<file path="config.mk">
export PLATFORM = sky130hd
export DESIGN_NAME = sact_ram
export DESIGN_NICKNAME = d
export VERILOG_FILES = /design/src/design/sact_ram.sv
export SDC_FILE = /design/constraint.sdc
export NUM_CORES = 1
export LEC_CHECK = 0
export ABC_CLOCK_PERIOD_IN_PS = 2600
export BUFFER_PORTS_ARGS = -buffer_cell sky130_fd_sc_hd__buf_2
export CORE_MARGIN = 5
export CORE_UTILIZATION = 60
export CTS_CLUSTER_SIZE = 28
export DETAILED_ROUTE_END_ITERATION = 16
export PLACE_DENSITY = 0.75
export REMOVE_ABC_BUFFERS = 1
export SETUP_SLACK_MARGIN = 0.02
export SYNTH_ARGS = -nofsm -noshare
export SYNTH_HDL_FRONTEND = slang
export SYNTH_SLANG_ARGS = --single-unit
</file>
<file path="constraint.sdc">
create_clock -name clk -period 2.6 [get_ports clk]
set_input_delay 0.52 -clock clk [delete_from_list [all_inputs] [get_ports clk]]
set_output_delay 0.52 -clock clk [all_outputs]
set_load 0.01 [all_outputs]
</file>
<file path="src/design/sact_ram.sv">
module sact_ram #(
  parameter int WIDTH = 8,
  parameter int DEPTH = 16
) (
  input  logic                     clk,
  input  logic                     we,
  input  logic [$clog2(DEPTH)-1:0] waddr,
  input  logic [WIDTH-1:0]         wdata,
  input  logic                     re,
  input  logic [$clog2(DEPTH)-1:0] raddr,
  output logic [WIDTH-1:0]         rdata
);

  logic [WIDTH-1:0] mem [DEPTH];

  always_ff @(posedge clk) begin
    if (we) begin
      mem[waddr] <= wdata;
    end
    if (re) begin
      rdata <= mem[raddr];
    end
  end

endmodule

</file>
Yosys cells after proc, flatten, opt, wreduce, memory -nomap -nowiden

Memory sizes are Yosys's and may differ from the RTL's. A register that Yosys moved wholly into a read port is not among the register bits.
Cells that the tools add are included.

Flip-flop bits (word level): 0
RAM bits: 128
Output and inout bits: 8
Memories: 1

Multiplexer cells: 2

Memory list:

| memory | words | bits a word | read ports | clocked after memory_dff | write ports | RTL line | source |
|---|---|---|---|---|---|---|---|
| mem    | 16    | 8           | 1          | 1                        | 1           | 14       | `logic [WIDTH-1:0] mem [DEPTH];` |

Operators with widths:

| operator | number |
|---|---|
| $mux W1  | 2 |

Depth between registers and ports, before layout

Depth after elaboration: 2
Gate-level depth with buffers: 5
Depth with buffers taken out: 3

Least setup slack after synthesis

Ideal clock, no wire load.

Kind: input -> register
Start: input port waddr[2]
End: memory mem[0][0] (enable)
Arrival time: 1.630 ns
Setup slack: 0.587 ns
Cell stages on the path: 2
Path buffers: 0
Cell sequence: or3b_2 nor3_1

RTL lines:

| element         | RTL line | source |
|---|---|---|
| start, declared | 7        | `input logic [$clog2(DEPTH)-1:0] waddr,` |
| end, declared   | 14       |  |

Straight into the memory's write port.

Worst setup path in the final report

Start: register rdata[6] (read register of mem)
End: output port rdata[6]

RTL lines:

| element         | RTL line | source |
|---|---|---|
| start, declared | 11       | `output logic [WIDTH-1:0] rdata` |

No word-level cell between the ends.

==> reports/qor.yml <==
detailed_routing:
  vias: 2495
  totalWireLength_um: 9480
  drc: 0
  dr.first_iter.drc_count: 169
  drtAntennaViolNets: 0
  first_pass_iters: 4
  vias_per_cell: 6.19
  wl_per_cell_um: 23.5
clock_tree:
  clk_latency_ns: 0.51
  root_buffer: "clkbuf_8"
  numCtsBuffers: 17
  clockBufferDepth: 2
  holdBufCountCts: 0
  cts.repair.resized: 0
  cts_tree: "yes"
  ctsHtreeMaxLevel: 4
  postCtsSetupBuffers: 0
  cts_sinks: 136
  clk_pin_slew_worst_paths_ns: 0.06
timing:
  tightest_slew_ns: 0.737
  holdWs_ns: 0.390
  clock_skew_ns: 0.00594
  slew_headroom: 0.508
  fin_crit_ns: 1.62
  min_period_over_period: 0.621
  setup_violations: 0
  finalHoldViolations: 0
  fmax_ghz: 0.619
  rsz0062_at_grt: "no"
  tns_ns: 0
  fin_ws_ns: 0.984
  slew_viol_final: 0
place:
  place_congestion: 0.783
  dp.cells: 371
  pre_cts_ws_ns: 0.479
  port_buffers: 26
  placed_cell_area_um2: 5570
  hpwl_um: 5830
setup_path:
  end_kind: "output pin"
  required_ns: 2.08
  max_stage_delay_ns: 0.42
  critPathTopFamily: "flip-flops"
  crit_type: "reg2out"
  crit_buf_inv: 1
  critPathLaunchType: "register"
  path_cells: "buf_2"
  cp.arrival_ns: 1.10
  crit_slowest_cell: "edfxtp_1"
  cp_max_fo: 1
finish:
  area.growth.synth_to_final_pct: 18.0
  nets: 301
  seqCellArea_um2: 4080
  nFillCells: 514
  fin_cells: 403
  multi_input_comb_area_um2: 1060
  diodes: 0
  final_area_um2: 6170
  layout-drive-gt1-share: 0.312
floorplan:
  dieArea_um2: 10700
  rows: 34
  dieWidth_um: 103
  core_area_um2: 8590
  io_pins: 27
  fp.dieH_um: 103
  initial_core_util: 0.608
synthesis:
  async_flop_share: 0
  ys_dominant_reg_cell: "edfxtp_1"
  synth_cell_types: 18
  synth_common_cells: "edfxtp_1, mux4_2, a22oi_1, mux4_1, nor2_1"
  synth_area_um2: 5230
  synth.largest_area_cell: "edfxtp_1"
  synth.yosys.seq_area_share: 0.781
  syn_area_per_cell_um2: 22.8
  yosys_warnings: 0
  synth_top_cells_by_area: "edfxtp_1, mux4_2, mux4_1"
  synth_top_area_share: 0.781
  synth_edf_count: 136
  synth.most_common_cell: "edfxtp_1"
  ys_seq_elements: 136
  syn_inst: 229
global_route:
  grt_pass1_vias: 2551
  grt_max_degree: 33
  gr-total-overflow: 0
  track_usage: 0.203
  grt_first_pass_wirelength_um: 14800
  antenna_found_initial: 0
pwr:
  p_leak_nw: 2.10
  ir_drop_uv: 493
  cellPowerDensity_nw_per_um2: 826
flow_run:
  drv_cap: 0
worst_hold_path:
  min_path_type: "in2reg"
status:
  status: "finished clean"
metrics by stage:
step                      power [mW]  utilization
after detailed placement        2.75        0.648
after CTS                       5.14        0.718
after global placement          2.75        0.648
after floorplan                 2.63            -
after global routing            5.27        0.718
final                           5.10        0.718
routing by layer:
layer  GRT usage  vias to the layer above  wire, um
met2       0.318                       76      4770
met3      0.0624                       11       473
li1            -                     1090         -
met1       0.283                     1318      4150
met4      0.0538                        0        84
met5           0                        -         0
final timing paths:
path | startpoint | to | slack [ns] | cells past startpoint
hold reg to reg | mem[12][1]$_DFFE_PP_ | rdata[1]$_DFFE_PP_ | 0.74 | 3
setup reg to reg | mem[11][6]$_DFFE_PP_ | rdata[6]$_DFFE_PP_ | 1.10 | 3
hold / removal | wdata[0] | mem[4][0]$_DFFE_PP_ | 0.39 | 1
setup / recovery | rdata[6]$_DFFE_PP_ | rdata[6] | 0.98 | 1
cells in the final DEF (no fill, tap or decap), drive strengths merged:
| cell type | Yosys | layout |
|---|---|---|
| nand3b | 2 | 2 |
| buf | 7 | 44 |
| nor2b | 1 | 1 |
| bufinv | 0 | 4 |
| clkinvlp | 0 | 3 |
| a22oi | 16 | 16 |
| nand2b | 2 | 2 |
| and2 | 1 | 1 |
| mux4 | 32 | 32 |
| edfxtp | 136 | 136 |
| nor3 | 4 | 4 |
| and2b | 1 | 1 |
| nor2 | 13 | 13 |
| clkbuf | 0 | 19 |
| or3b | 1 | 1 |
| nand3 | 1 | 1 |
| clkinv | 0 | 6 |
| nand2 | 9 | 9 |
logic make-up after synthesis:
kind of cell,share of synthesized area
flops,0.781
compound gates,0.0230
buf+inv,0.0165
simple gates,0.0314
mux,0.148
power breakdown:
part / internal [mW] / total [mW] / switching [mW]
Combinational: 0.0953 / 0.220 / 0.124
Sequential: 2.47 / 2.49 / 0.0142
Clock: 1.55 / 2.39 / 0.842
Total: 4.12 / 5.10 / 0.980
cell type report:
type	count	share of cell area
clock buffers	19	0.0684
multi-input cells	83	0.171
flip-flops and latches	136	0.662
clock inverters	13	0.0290
repair buffers	44	0.0471
well taps	108	0.0219
sequential cells by signal, summed over array words and instances (netlist names):
register and flops:
mem 128, rdata 8
No activity file was read; power rests on OpenSTA's default activity.
